--- src/hdl/irl_pkg.sv ---
// shared types, register indexes and microcode table for the ir range filter and linearizer
`timescale 1ns / 1ps
package irl_pkg;

  // field and register widths
  localparam int unsigned SampleW = 10;
  localparam int unsigned DistW   = 20;
  localparam int unsigned CoefW   = 52;
  localparam int unsigned StageW  = 26;
  localparam int unsigned AlphaW  = 16;
  localparam int unsigned ThrW    = 10;
  localparam int unsigned ClampW  = 11;
  localparam int unsigned CfgIdxW = 3;
  localparam int unsigned CfgW    = 52;
  localparam int unsigned NumCoef = 5;

  typedef logic [CfgIdxW-1:0] cfg_idx_t;

  // configuration register indexes
  localparam cfg_idx_t CFG_ALPHA     = 3'd0;
  localparam cfg_idx_t CFG_LOW_THR   = 3'd1;
  localparam cfg_idx_t CFG_CLAMP     = 3'd2;
  localparam cfg_idx_t CFG_COEF_X4   = 3'd3;
  localparam cfg_idx_t CFG_COEF_X3   = 3'd4;
  localparam cfg_idx_t CFG_COEF_X2   = 3'd5;
  localparam cfg_idx_t CFG_COEF_X1   = 3'd6;
  localparam cfg_idx_t CFG_COEF_X0   = 3'd7;

  // multiplier operand selects
  typedef enum logic [1:0] {
    MA_ALPHA,
    MA_NALPHA,
    MA_MAG_LO,
    MA_MAG_HI
  } mul_a_e;

  typedef enum logic [1:0] {
    MB_XIN,
    MB_FS,
    MB_SS
  } mul_b_e;

  typedef enum logic [1:0] {
    SUM_HOLD,
    SUM_PROD,
    SUM_RND
  } sum_op_e;

  typedef enum logic [1:0] {
    ST_HOLD,
    ST_FS_EMA,
    ST_SS_EMA,
    ST_PRIME
  } st_op_e;

  typedef enum logic [1:0] {
    ACC_HOLD,
    ACC_COEF4,
    ACC_STEP
  } acc_op_e;

  typedef enum logic [1:0] {
    OUT_NONE,
    OUT_DIST,
    OUT_CLAMP
  } out_op_e;

  typedef enum logic [2:0] {
    J_NEXT,
    J_WAIT_IN,
    J_PRIME,
    J_CLAMP,
    J_LOOP,
    J_EMIT,
    J_GOTO
  } jmp_e;

  typedef logic [3:0] step_t;

  // program addresses
  localparam step_t S_FETCH   = 4'd0;
  localparam step_t S_EMA1_A  = 4'd1;
  localparam step_t S_EMA1_B  = 4'd2;
  localparam step_t S_EMA1_W  = 4'd3;
  localparam step_t S_EMA2_A  = 4'd4;
  localparam step_t S_EMA2_B  = 4'd5;
  localparam step_t S_EMA2_W  = 4'd6;
  localparam step_t S_TEST    = 4'd7;
  localparam step_t S_HN_MAG  = 4'd8;
  localparam step_t S_HN_LO   = 4'd9;
  localparam step_t S_HN_HI   = 4'd10;
  localparam step_t S_HN_Q    = 4'd11;
  localparam step_t S_HN_ACC  = 4'd12;
  localparam step_t S_OUT     = 4'd13;
  localparam step_t S_CLAMP   = 4'd14;
  localparam step_t S_PRIME   = 4'd15;

  localparam logic [1:0] LOOP_LAST = 2'd3;

  typedef struct packed {
    mul_a_e  mul_a;
    mul_b_e  mul_b;
    sum_op_e sum_op;
    st_op_e  st_op;
    acc_op_e acc_op;
    logic    mag_ld;
    logic    q_ld;
    out_op_e out_op;
  } dp_op_t;

  typedef struct packed {
    dp_op_t op;
    jmp_e   jmp;
    step_t  tgt;
  } cw_t;

  // sequencer to datapath
  typedef struct packed {
    dp_op_t     op;
    logic       take;
    logic [1:0] k;
  } ctl_t;

  // datapath to sequencer
  typedef struct packed {
    logic in_valid;
    logic prime;
    logic clamp;
    logic out_free;
  } stat_t;

  localparam dp_op_t OP_NOP = '{
    mul_a: MA_ALPHA, mul_b: MB_XIN, sum_op: SUM_HOLD, st_op: ST_HOLD,
    acc_op: ACC_HOLD, mag_ld: 1'b0, q_ld: 1'b0, out_op: OUT_NONE
  };

  // microcode rom
  function automatic cw_t irl_rom(input step_t addr);
    cw_t w;
    w = '{op: OP_NOP, jmp: J_NEXT, tgt: S_FETCH};
    unique case (addr)
      S_FETCH: begin
        w.jmp = J_WAIT_IN;
      end
      S_EMA1_A: begin
        w.op.mul_a = MA_ALPHA;
        w.op.mul_b = MB_XIN;
        w.jmp      = J_PRIME;
        w.tgt      = S_PRIME;
      end
      S_EMA1_B: begin
        w.op.mul_a  = MA_NALPHA;
        w.op.mul_b  = MB_FS;
        w.op.sum_op = SUM_PROD;
      end
      S_EMA1_W: begin
        w.op.st_op = ST_FS_EMA;
      end
      S_EMA2_A: begin
        w.op.mul_a = MA_ALPHA;
        w.op.mul_b = MB_FS;
      end
      S_EMA2_B: begin
        w.op.mul_a  = MA_NALPHA;
        w.op.mul_b  = MB_SS;
        w.op.sum_op = SUM_PROD;
      end
      S_EMA2_W: begin
        w.op.st_op = ST_SS_EMA;
      end
      S_TEST: begin
        w.op.acc_op = ACC_COEF4;
        w.jmp       = J_CLAMP;
        w.tgt       = S_CLAMP;
      end
      S_HN_MAG: begin
        w.op.mag_ld = 1'b1;
      end
      S_HN_LO: begin
        w.op.mul_a = MA_MAG_LO;
        w.op.mul_b = MB_SS;
      end
      S_HN_HI: begin
        w.op.mul_a  = MA_MAG_HI;
        w.op.mul_b  = MB_SS;
        w.op.sum_op = SUM_RND;
      end
      S_HN_Q: begin
        w.op.q_ld = 1'b1;
      end
      S_HN_ACC: begin
        w.op.acc_op = ACC_STEP;
        w.jmp       = J_LOOP;
        w.tgt       = S_HN_MAG;
      end
      S_OUT: begin
        w.op.out_op = OUT_DIST;
        w.jmp       = J_EMIT;
        w.tgt       = S_FETCH;
      end
      S_CLAMP: begin
        w.op.out_op = OUT_CLAMP;
        w.jmp       = J_EMIT;
        w.tgt       = S_FETCH;
      end
      S_PRIME: begin
        w.op.st_op = ST_PRIME;
        w.jmp      = J_GOTO;
        w.tgt      = S_FETCH;
      end
    endcase
    return w;
  endfunction

endpackage

--- src/hdl/irl_if.sv ---
// request channel interfaces for samples in and distances out
`timescale 1ns / 1ps
interface irl_in_if;
  logic                      valid;
  logic                      ready;
  logic [irl_pkg::SampleW-1:0] sample;
  logic                      prime;

  modport source (output valid, output sample, output prime, input ready);
  modport sink   (input valid, input sample, input prime, output ready);
endinterface

interface irl_out_if;
  logic                            valid;
  logic                            ready;
  logic signed [irl_pkg::DistW-1:0] distance;

  modport source (output valid, output distance, input ready);
  modport sink   (input valid, input distance, output ready);
endinterface

--- src/hdl/irl_seq.sv ---
// microcode sequencer: step counter, rom fetch, loop counter and conditional jumps
`timescale 1ns / 1ps
module irl_seq (
  input  logic           clk_i,
  input  logic           rst_ni,
  input  irl_pkg::stat_t stat_i,
  output irl_pkg::ctl_t  ctl_o,
  output logic           in_ready_o
);
  import irl_pkg::*;

  step_t      step_q, step_d;
  logic [1:0] k_q, k_d;
  cw_t        cw;
  logic       stall;

  assign cw    = irl_rom(step_q);
  assign stall = (cw.jmp == J_EMIT) && !stat_i.out_free;

  always_comb begin
    step_d = step_q + 4'd1;
    k_d    = k_q;
    unique case (cw.jmp)
      J_NEXT:    step_d = step_q + 4'd1;
      J_WAIT_IN: step_d = stat_i.in_valid ? step_q + 4'd1 : step_q;
      J_PRIME:   step_d = stat_i.prime ? cw.tgt : step_q + 4'd1;
      J_CLAMP: begin
        step_d = stat_i.clamp ? cw.tgt : step_q + 4'd1;
        k_d    = 2'd0;
      end
      J_LOOP: begin
        if (k_q == LOOP_LAST) begin
          step_d = step_q + 4'd1;
          k_d    = 2'd0;
        end else begin
          step_d = cw.tgt;
          k_d    = k_q + 2'd1;
        end
      end
      J_EMIT:    step_d = stall ? step_q : cw.tgt;
      J_GOTO:    step_d = cw.tgt;
      default:   step_d = S_FETCH;
    endcase
  end

  always_ff @(posedge clk_i or negedge rst_ni) begin
    if (!rst_ni) begin
      step_q <= S_FETCH;
      k_q    <= 2'd0;
    end else begin
      step_q <= step_d;
      k_q    <= k_d;
    end
  end

  always_comb begin
    ctl_o    = '{op: cw.op, take: 1'b0, k: k_q};
    ctl_o.take = (cw.jmp == J_WAIT_IN) && stat_i.in_valid;
    if (stall) begin
      ctl_o.op.out_op = OUT_NONE;
    end
  end

  assign in_ready_o = (cw.jmp == J_WAIT_IN);

  // an accepted request always starts the filter program
  a_take_starts: assert property (@(posedge clk_i) disable iff (!rst_ni)
    ctl_o.take |=> step_q == S_EMA1_A)
    else $error("accepted request did not start the program");

  // loop counter is only in use inside the polynomial loop
  a_k_idle: assert property (@(posedge clk_i) disable iff (!rst_ni)
    (step_q < S_HN_MAG || step_q > S_HN_ACC) |-> k_q == 2'd0)
    else $error("loop counter live outside the polynomial loop");

  // a blocked result holds the program where it is
  a_stall_hold: assert property (@(posedge clk_i) disable iff (!rst_ni)
    stall |=> $stable(step_q))
    else $error("step advanced while result was blocked");

  // no request is taken while a result step is pending
  a_ready_fetch: assert property (@(posedge clk_i) disable iff (!rst_ni)
    in_ready_o |-> (step_q == S_FETCH && ctl_o.op.out_op == OUT_NONE))
    else $error("input ready outside the fetch step");

endmodule

--- src/hdl/irl_dp.sv ---
// datapath: config registers, filter stages, shared multiplier, horner accumulator, output register
`timescale 1ns / 1ps
module irl_dp (
  input  logic                          clk_i,
  input  logic                          rst_ni,
  input  logic                          cfg_we_i,
  input  irl_pkg::cfg_idx_t             cfg_idx_i,
  input  logic [irl_pkg::CfgW-1:0]      cfg_data_i,
  input  logic                          in_valid_i,
  input  logic [irl_pkg::SampleW-1:0]   in_sample_i,
  input  logic                          in_prime_i,
  input  irl_pkg::ctl_t                 ctl_i,
  input  logic                          out_ready_i,
  output irl_pkg::stat_t                stat_o,
  output logic                          out_valid_o,
  output logic signed [irl_pkg::DistW-1:0] out_distance_o
);
  import irl_pkg::*;

  localparam logic signed [55:0] SatHi  = 56'sd2251799813685247;
  localparam logic signed [55:0] SatLo  = -56'sd2251799813685248;
  localparam logic [62:0]        QLim   = 63'd1 << 53;
  localparam logic signed [20:0] DistHi = 21'sd524287;
  localparam logic signed [20:0] DistLo = -21'sd524288;

  // configuration
  logic [AlphaW-1:0]       alpha_q;
  logic [ThrW-1:0]         thr_q;
  logic [ClampW-1:0]       clamp_q;
  logic signed [CoefW-1:0] coef_q [NumCoef];

  always_ff @(posedge clk_i or negedge rst_ni) begin
    if (!rst_ni) begin
      alpha_q   <= 16'd19661;
      thr_q     <= 10'd66;
      clamp_q   <= 11'd150;
      coef_q[0] <= 52'sd9187;
      coef_q[1] <= -52'sd14755446;
      coef_q[2] <= 52'sd8667560112;
      coef_q[3] <= -52'sd2322036220000;
      coef_q[4] <= 52'sd283062816600000;
    end else if (cfg_we_i) begin
      unique case (cfg_idx_i)
        CFG_ALPHA:   alpha_q   <= cfg_data_i[AlphaW-1:0];
        CFG_LOW_THR: thr_q     <= cfg_data_i[ThrW-1:0];
        CFG_CLAMP:   clamp_q   <= cfg_data_i[ClampW-1:0];
        CFG_COEF_X4: coef_q[0] <= cfg_data_i;
        CFG_COEF_X3: coef_q[1] <= cfg_data_i;
        CFG_COEF_X2: coef_q[2] <= cfg_data_i;
        CFG_COEF_X1: coef_q[3] <= cfg_data_i;
        CFG_COEF_X0: coef_q[4] <= cfg_data_i;
      endcase
    end
  end

  // working registers
  logic [SampleW-1:0]      sample_q;
  logic                    prime_q;
  logic [StageW-1:0]       fs_q, ss_q;
  logic [57:0]             prod_q, sum_q;
  logic signed [CoefW-1:0] acc_q;
  logic [CoefW-1:0]        mag_q;
  logic                    neg_q;
  logic [53:0]             q_q;
  logic signed [DistW-1:0] dist_q;
  logic                    out_valid_q;

  logic [31:0]             mul_a;
  logic [StageW-1:0]       mul_b;
  logic [16:0]             nalpha;
  logic [StageW-1:0]       xin;
  logic [58:0]             ema_sum;
  logic [58:0]             rnd_sum;
  logic [62:0]             q_sum;
  logic [2:0]              cidx;
  logic signed [55:0]      c_ext, q_ext, s_sum;
  logic signed [CoefW-1:0] s_sat;
  logic signed [52:0]      out_t;
  logic signed [20:0]      out_d;
  logic signed [DistW-1:0] dist_sat;

  assign nalpha = 17'h10000 - {1'b0, alpha_q};
  assign xin    = {sample_q, 16'b0};

  always_comb begin
    unique case (ctl_i.op.mul_a)
      MA_ALPHA:  mul_a = {16'b0, alpha_q};
      MA_NALPHA: mul_a = {15'b0, nalpha};
      MA_MAG_LO: mul_a = mag_q[31:0];
      MA_MAG_HI: mul_a = {12'b0, mag_q[51:32]};
      default:   mul_a = '0;
    endcase
    unique case (ctl_i.op.mul_b)
      MB_XIN:  mul_b = xin;
      MB_FS:   mul_b = fs_q;
      MB_SS:   mul_b = ss_q;
      default: mul_b = '0;
    endcase
  end

  // rounded filter update and rounded partial product
  assign ema_sum = {1'b0, sum_q} + {1'b0, prod_q} + 59'd32768;
  assign rnd_sum = {1'b0, prod_q} + (neg_q ? 59'd32767 : 59'd32768);
  assign q_sum   = {prod_q[46:0], 16'b0} + {20'b0, sum_q[42:0]};

  // horner add with saturation
  assign cidx  = {1'b0, ctl_i.k} + 3'd1;
  assign c_ext = {{4{coef_q[cidx][CoefW-1]}}, coef_q[cidx]};
  assign q_ext = {2'b0, q_q};
  assign s_sum = neg_q ? (c_ext - q_ext) : (c_ext + q_ext);

  always_comb begin
    if (s_sum > SatHi) begin
      s_sat = SatHi[CoefW-1:0];
    end else if (s_sum < SatLo) begin
      s_sat = SatLo[CoefW-1:0];
    end else begin
      s_sat = s_sum[CoefW-1:0];
    end
  end

  // final rounding to q11.8
  assign out_t = {acc_q[CoefW-1], acc_q} + 53'sd2147483648;
  assign out_d = out_t[52:32];

  always_comb begin
    if (out_d > DistHi) begin
      dist_sat = DistHi[DistW-1:0];
    end else if (out_d < DistLo) begin
      dist_sat = DistLo[DistW-1:0];
    end else begin
      dist_sat = out_d[DistW-1:0];
    end
  end

  // payload registers
  always_ff @(posedge clk_i) begin
    prod_q <= 58'(mul_a) * 58'(mul_b);
    if (ctl_i.take) begin
      sample_q <= in_sample_i;
      prime_q  <= in_prime_i;
    end
    unique case (ctl_i.op.sum_op)
      SUM_PROD: sum_q <= prod_q;
      SUM_RND:  sum_q <= {15'b0, rnd_sum[58:16]};
      default:  sum_q <= sum_q;
    endcase
    unique case (ctl_i.op.acc_op)
      ACC_COEF4: acc_q <= coef_q[0];
      ACC_STEP:  acc_q <= s_sat;
      default:   acc_q <= acc_q;
    endcase
    if (ctl_i.op.mag_ld) begin
      mag_q <= acc_q[CoefW-1] ? (52'd0 - acc_q) : acc_q;
      neg_q <= acc_q[CoefW-1];
    end
    if (ctl_i.op.q_ld) begin
      q_q <= (q_sum > QLim) ? QLim[53:0] : q_sum[53:0];
    end
    unique case (ctl_i.op.out_op)
      OUT_DIST:  dist_q <= dist_sat;
      OUT_CLAMP: dist_q <= {1'b0, clamp_q, 8'b0};
      default:   dist_q <= dist_q;
    endcase
  end

  // filter state and output valid
  always_ff @(posedge clk_i or negedge rst_ni) begin
    if (!rst_ni) begin
      fs_q        <= '0;
      ss_q        <= '0;
      out_valid_q <= 1'b0;
    end else begin
      unique case (ctl_i.op.st_op)
        ST_FS_EMA: fs_q <= ema_sum[41:16];
        ST_SS_EMA: ss_q <= ema_sum[41:16];
        ST_PRIME: begin
          fs_q <= xin;
          ss_q <= xin;
        end
        default: ;
      endcase
      if (ctl_i.op.out_op != OUT_NONE) begin
        out_valid_q <= 1'b1;
      end else if (out_ready_i) begin
        out_valid_q <= 1'b0;
      end
    end
  end

  assign stat_o = '{
    in_valid: in_valid_i,
    prime:    prime_q,
    clamp:    (ss_q < {thr_q, 16'b0}),
    out_free: (!out_valid_q || out_ready_i)
  };

  assign out_valid_o    = out_valid_q;
  assign out_distance_o = dist_q;

endmodule

--- src/hdl/ir_range_filter_linearizer.sv ---
// top level of the ir range filter and linearizer
`timescale 1ns / 1ps
// ir range filter and linearizer
// - in_if carries one 10-bit sample and a prime flag per request; ready is high
//   only while the sequencer sits at its fetch step
// - out_if carries one signed q11.8 distance per non-prime request, in order
// - cfg_we_i/cfg_idx_i/cfg_data_i write one register per cycle: alpha, low
//   threshold, clamp distance, then the five coefficients x4 down to x0
// - one 32x26 multiplier serves both filter updates and the four horner
//   steps (two partial products each)
// - result is registered into the output register at its final step;
//   it sits there while the receiver stalls and the next request is
//   still accepted; a second result waits in its step until the register
//   frees up
// - reset clears both filter stages, loads the register defaults and leaves
//   the output empty; no clearing pass is needed
module ir_range_filter_linearizer (
  input  logic                     clk_i,
  input  logic                     rst_ni,
  input  logic                     cfg_we_i,
  input  irl_pkg::cfg_idx_t        cfg_idx_i,
  input  logic [irl_pkg::CfgW-1:0] cfg_data_i,
  irl_in_if.sink                   in_if,
  irl_out_if.source                out_if
);
  import irl_pkg::*;

  ctl_t  ctl;
  stat_t stat;
  logic  in_ready;

  // control program
  irl_seq u_seq (
    .clk_i      (clk_i),
    .rst_ni     (rst_ni),
    .stat_i     (stat),
    .ctl_o      (ctl),
    .in_ready_o (in_ready)
  );

  // arithmetic and storage
  irl_dp u_dp (
    .clk_i          (clk_i),
    .rst_ni         (rst_ni),
    .cfg_we_i       (cfg_we_i),
    .cfg_idx_i      (cfg_idx_i),
    .cfg_data_i     (cfg_data_i),
    .in_valid_i     (in_if.valid),
    .in_sample_i    (in_if.sample),
    .in_prime_i     (in_if.prime),
    .ctl_i          (ctl),
    .out_ready_i    (out_if.ready),
    .stat_o         (stat),
    .out_valid_o    (out_if.valid),
    .out_distance_o (out_if.distance)
  );

  assign in_if.ready = in_ready;

endmodule
--- src/flat_wrapper.sv ---
// flat-port wrapper written by rule: the top's interface ports become plain ports
module ir_range_filter_linearizer_flat import irl_pkg::*;
  (clk_i, rst_ni, cfg_we_i, cfg_idx_i, cfg_data_i, in_if_valid, in_if_sample, in_if_prime, in_if_ready, out_if_valid, out_if_distance, out_if_ready);
  irl_in_if in_if_i ();
  irl_out_if out_if_i ();
  input  logic clk_i;
  input  logic rst_ni;
  input  logic cfg_we_i;
  input  irl_pkg::cfg_idx_t cfg_idx_i;
  input  logic [irl_pkg::CfgW-1:0] cfg_data_i;
  input wire logic [$bits(in_if_i.valid)-1:0] in_if_valid;
  input wire logic [$bits(in_if_i.sample)-1:0] in_if_sample;
  input wire logic [$bits(in_if_i.prime)-1:0] in_if_prime;
  output wire logic [$bits(in_if_i.ready)-1:0] in_if_ready;
  output wire logic [$bits(out_if_i.valid)-1:0] out_if_valid;
  output wire logic [$bits(out_if_i.distance)-1:0] out_if_distance;
  input wire logic [$bits(out_if_i.ready)-1:0] out_if_ready;
  assign in_if_i.valid = in_if_valid;
  assign in_if_i.sample = in_if_sample;
  assign in_if_i.prime = in_if_prime;
  assign in_if_ready = in_if_i.ready;
  assign out_if_valid = out_if_i.valid;
  assign out_if_distance = out_if_i.distance;
  assign out_if_i.ready = out_if_ready;
  ir_range_filter_linearizer u_core (.clk_i(clk_i), .rst_ni(rst_ni), .cfg_we_i(cfg_we_i), .cfg_idx_i(cfg_idx_i), .cfg_data_i(cfg_data_i), .in_if(in_if_i), .out_if(out_if_i));
endmodule
--- config.mk ---
export PLATFORM = sky130hd
export DESIGN_NAME = ir_range_filter_linearizer_flat
export DESIGN_NICKNAME = d
export VERILOG_FILES = /design/src/hdl/irl_pkg.sv /design/src/hdl/irl_if.sv /design/src/hdl/irl_seq.sv /design/src/hdl/irl_dp.sv /design/src/hdl/ir_range_filter_linearizer.sv /design/src/flat_wrapper.sv
export SDC_FILE = /design/constraint.sdc
export NUM_CORES = 2
export LEC_CHECK = 0
export BUFFER_PORTS_ARGS = -buffer_cell sky130_fd_sc_hd__buf_2
export CORE_ASPECT_RATIO = 1.5
export CORE_UTILIZATION = 42
export CTS_BUF_LIST = sky130_fd_sc_hd__clkbuf_4 sky130_fd_sc_hd__clkbuf_8
export CTS_CLUSTER_DIAMETER = 50
export DETAILED_ROUTE_END_ITERATION = 7
export PLACE_DENSITY_LB_ADDON = 0.05
export SLEW_MARGIN = 20
export SYNTH_ARGS = -nofsm -noshare
export SYNTH_HDL_FRONTEND = slang
export SYNTH_SLANG_ARGS = --single-unit
--- constraint.sdc ---
create_clock -name clk_i -period 29.6 [get_ports clk_i]
set_clock_uncertainty 0.15 [all_clocks]
set_input_delay 2.96 -clock clk_i [delete_from_list [all_inputs] [get_ports clk_i]]
set_output_delay 2.96 -clock clk_i [all_outputs]
set_load 0.1 [all_outputs]
==> impl_metrics.tcl <==
set metrics [dict create \
    synth.distinct_cells 103 \
    cts_sinks 647 \
    drtAntennaViolNets 0 \
    critPathRequiredTime_ps 30200 \
    worst_hold_path_type "flop to flop" \
    slew-limit-headroom 0.2240 \
    grt-ovfl-total 0 \
    synth_edf_count 233 \
    setup_violations 0 \
    rows 175 \
    grt_pass1_wl_um 349500 \
    routed_wl_um 234400 \
    cts_tree "built" \
    path_max_fanout 28 \
    grt_usage 0.3095 \
    tns_ps 0 \
    async_reset_ff_frac 0.5502 \
    synth_top_cell_by_area "fa_1" \
    dpl.hpwl_um 185600 \
    clk_pin_slew_ps 70 \
    fmaxAchievable_ghz 0.08302 \
    vias 48892 \
    final_hold_viol_count 0 \
    clock_latency_ps 850 \
    numPortBuffers 92 \
    synth_compound_area_frac 0.1041 \
    gp_congestion 0.9338 \
    cts_hold_buf 0 \
    finalCritPeriodShare 0.4069 \
    ys_ff_latch 647 \
    slowest_delay_ps 830 \
    post_cts_buffers 0 \
    drtPass1Iterations 7 \
    syn_area_mm2 0.06439 \
    final_net_count 7829 \
    slowest_stage "a2111oi_0" \
    cts_root_buffer "clkbuf_8" \
    drtIter0Drc 2994 \
    post_synth_main_area_contributors "fa_1, edfxtp_1, dfrtp_1" \
    start_util 0.4237 \
    cts.repair.resized 0 \
    core_mm2 0.1520 \
    synth_xor_area_frac 0.04380 \
    synth_top_family_by_area "adder cells" \
    synth_flop_cell "edfxtp_1" \
    rsz0062_at_grt "no" \
    grt_pass1_vias 52350 \
    synth-simple-area-share 0.1335 \
    dieArea_mm2 0.1549 \
    fin_crit_ps 12050 \
    drive_gt1_frac 0.1490 \
    r2r_slack_ps 17550 \
    synthCells 6673 \
    dieHeight_um 481.5 \
    cp-start-kind "flop" \
    ios 93 \
    viasPerCell 5.576 \
    grt_max_degree 98 \
    route.detailed.wl_per_inst_um 26.73 \
    synthMuxAreaShare 0.07326 \
    cts_buffer_depth 3 \
    outcome "finished, final reports clean" \
    worst_slew_pin_slew_ps 1164 \
    synth_most_common_cell "inv_1" \
    cts_htree_levels 3 \
    yosysWarningCount 0 \
    end_kind "flop" \
    final_max_slew_viol_count 0 \
    drc 0 \
    worstPathArrival_ps 12640 \
    yosys.area.top_type_share 0.2239 \
    synth_nets 7861 \
    ys_top_cells_by_count "inv_1, nand2_1, fa_1" \
    synthAdderAreaFrac 0.3010 \
    syn_avg_cell_area_um2 9.649 \
    maxCapViolations 0 \
    yosysSeqAreaShare 0.2676 \
    crit_type "flop to flop" \
    fp.dieW_um 321.7 \
    syn_to_final_growth_pct 7.920 \
    cts_buffers 102 \
    antenna_found_initial 5 \
]
## cell usage in the layout, fill, tap and decap left out, types with 94 or more instances in the layout
cell / instances
xnor2_1: 228
a21o_1: 106
xor2_1: 94
o21ai_0: 237
buf_4: 111
nand2_1: 736
a21oi_1: 264
mux2_2: 298
ha_1: 393
dfstp_2: 129
dfrtp_1: 226
clkbuf_8: 122
edfxtp_1: 233
fa_1: 720
nor2_1: 657
inv_1: 957
## final timing paths
| path | from | endpoint | depth (start not counted) |
|---|---|---|---|
| worst max-delay path | u_core.u_seq.step_q[0] | u_core.u_dp.prod_q[55] | 35 |
| worst min-delay path | u_core.u_dp.fs_q[25] | u_core.u_dp.fs_q[25] | 2 |
| worst max register to register | u_core.u_seq.step_q[0] | u_core.u_dp.prod_q[55] | 35 |
| worst min register to register | u_core.u_dp.fs_q[25] | u_core.u_dp.fs_q[25] | 2 |
| max in group asynchronous | rst_ni | u_core.u_dp.coef_q[6] | 4 |
| min in group asynchronous | rst_ni | u_core.u_dp.coef_q[141] | 1 |
## kinds of logic (layout without fill, tap and decap cells)
| family | after synthesis | count (layout) |
|---|---|---|
| compound gates | 1022 | 1022 |
| xor+xnor | 322 | 322 |
| fa+ha+maj | 1117 | 1117 |
| buf+inv | 1298 | 1356 |
| flops | 647 | 647 |
| mux | 369 | 369 |
| other cells | 0 | 3 |
| simple gates | 1898 | 1898 |
## area by class of cell
cell class	count	area (um^2)
well taps	2035	2546
inverters	958	3596
multi-input cells	4728	42370
fillers	14901	82470
diodes	3	7.507
repair buffers	204	1331
clock buffers	152	1904
clock inverters	42	504.2
flip-flops and latches	647	17230
## per-layer routing
metal,up-vias,GRT usage,wire length (um)
li1,21940,-,-
met1,25074,0.3370,85600
met2,1312,0.5665,122800
met3,562,0.03528,8165
met4,4,0.1978,17800
met5,-,0,27
## flip-flops by register name, summed over array words and instances (netlist names), 10 cells and up
signal,flops
u_core.u_dp.sum_q,43
u_core.u_dp.q_q,54
u_core.u_dp.coef_q,260
u_core.u_dp.prod_q,58
u_core.u_dp.acc_q,52
u_core.u_dp.mag_q,52
u_core.u_dp.thr_q,10
u_core.u_dp.clamp_q,11
u_core.u_dp.sample_q,10
u_core.u_dp.out_distance_o,20
u_core.u_dp.fs_q,26
u_core.u_dp.alpha_q,16
u_core.u_dp.ss_q,26
## worst max-delay path, delay by kind of cell (launching register included)
| family | cells | cell delay [ps] |
|---|---|---|
| AO/OA/AOI/OAI | 12 | 4450 |
| adder cells (fa/ha/maj) | 9 | 4260 |
| XOR/XNOR | 1 | 130 |
| flip-flops | 1 | 430 |
| buffers and inverters | 8 | 730 |
| AND/OR/NAND/NOR | 5 | 1800 |
## stage by stage
step / utilization / setup WS [ps] / area, um^2 / cells / hold slack [ps]
finish: 0.4573 / 17550 / 69490 / 8769 / 333.0
global route: 0.4573 / 16900 / 69490 / 8768 / 359.5
CTS: 0.4570 / 17680 / 69450 / 8765 / 335.7
detailed placement: 0.4412 / 17690 / 67040 / 8571 / 321.7
global placement: 0.4412 / 17850 / 67040 / 8571 / 311.8
floorplan: - / 19840 / 64390 / 6673 / 299.6
Power is not shown: default switching activity piles up to over one toggle a cycle in this logic, so the estimate is an artifact.
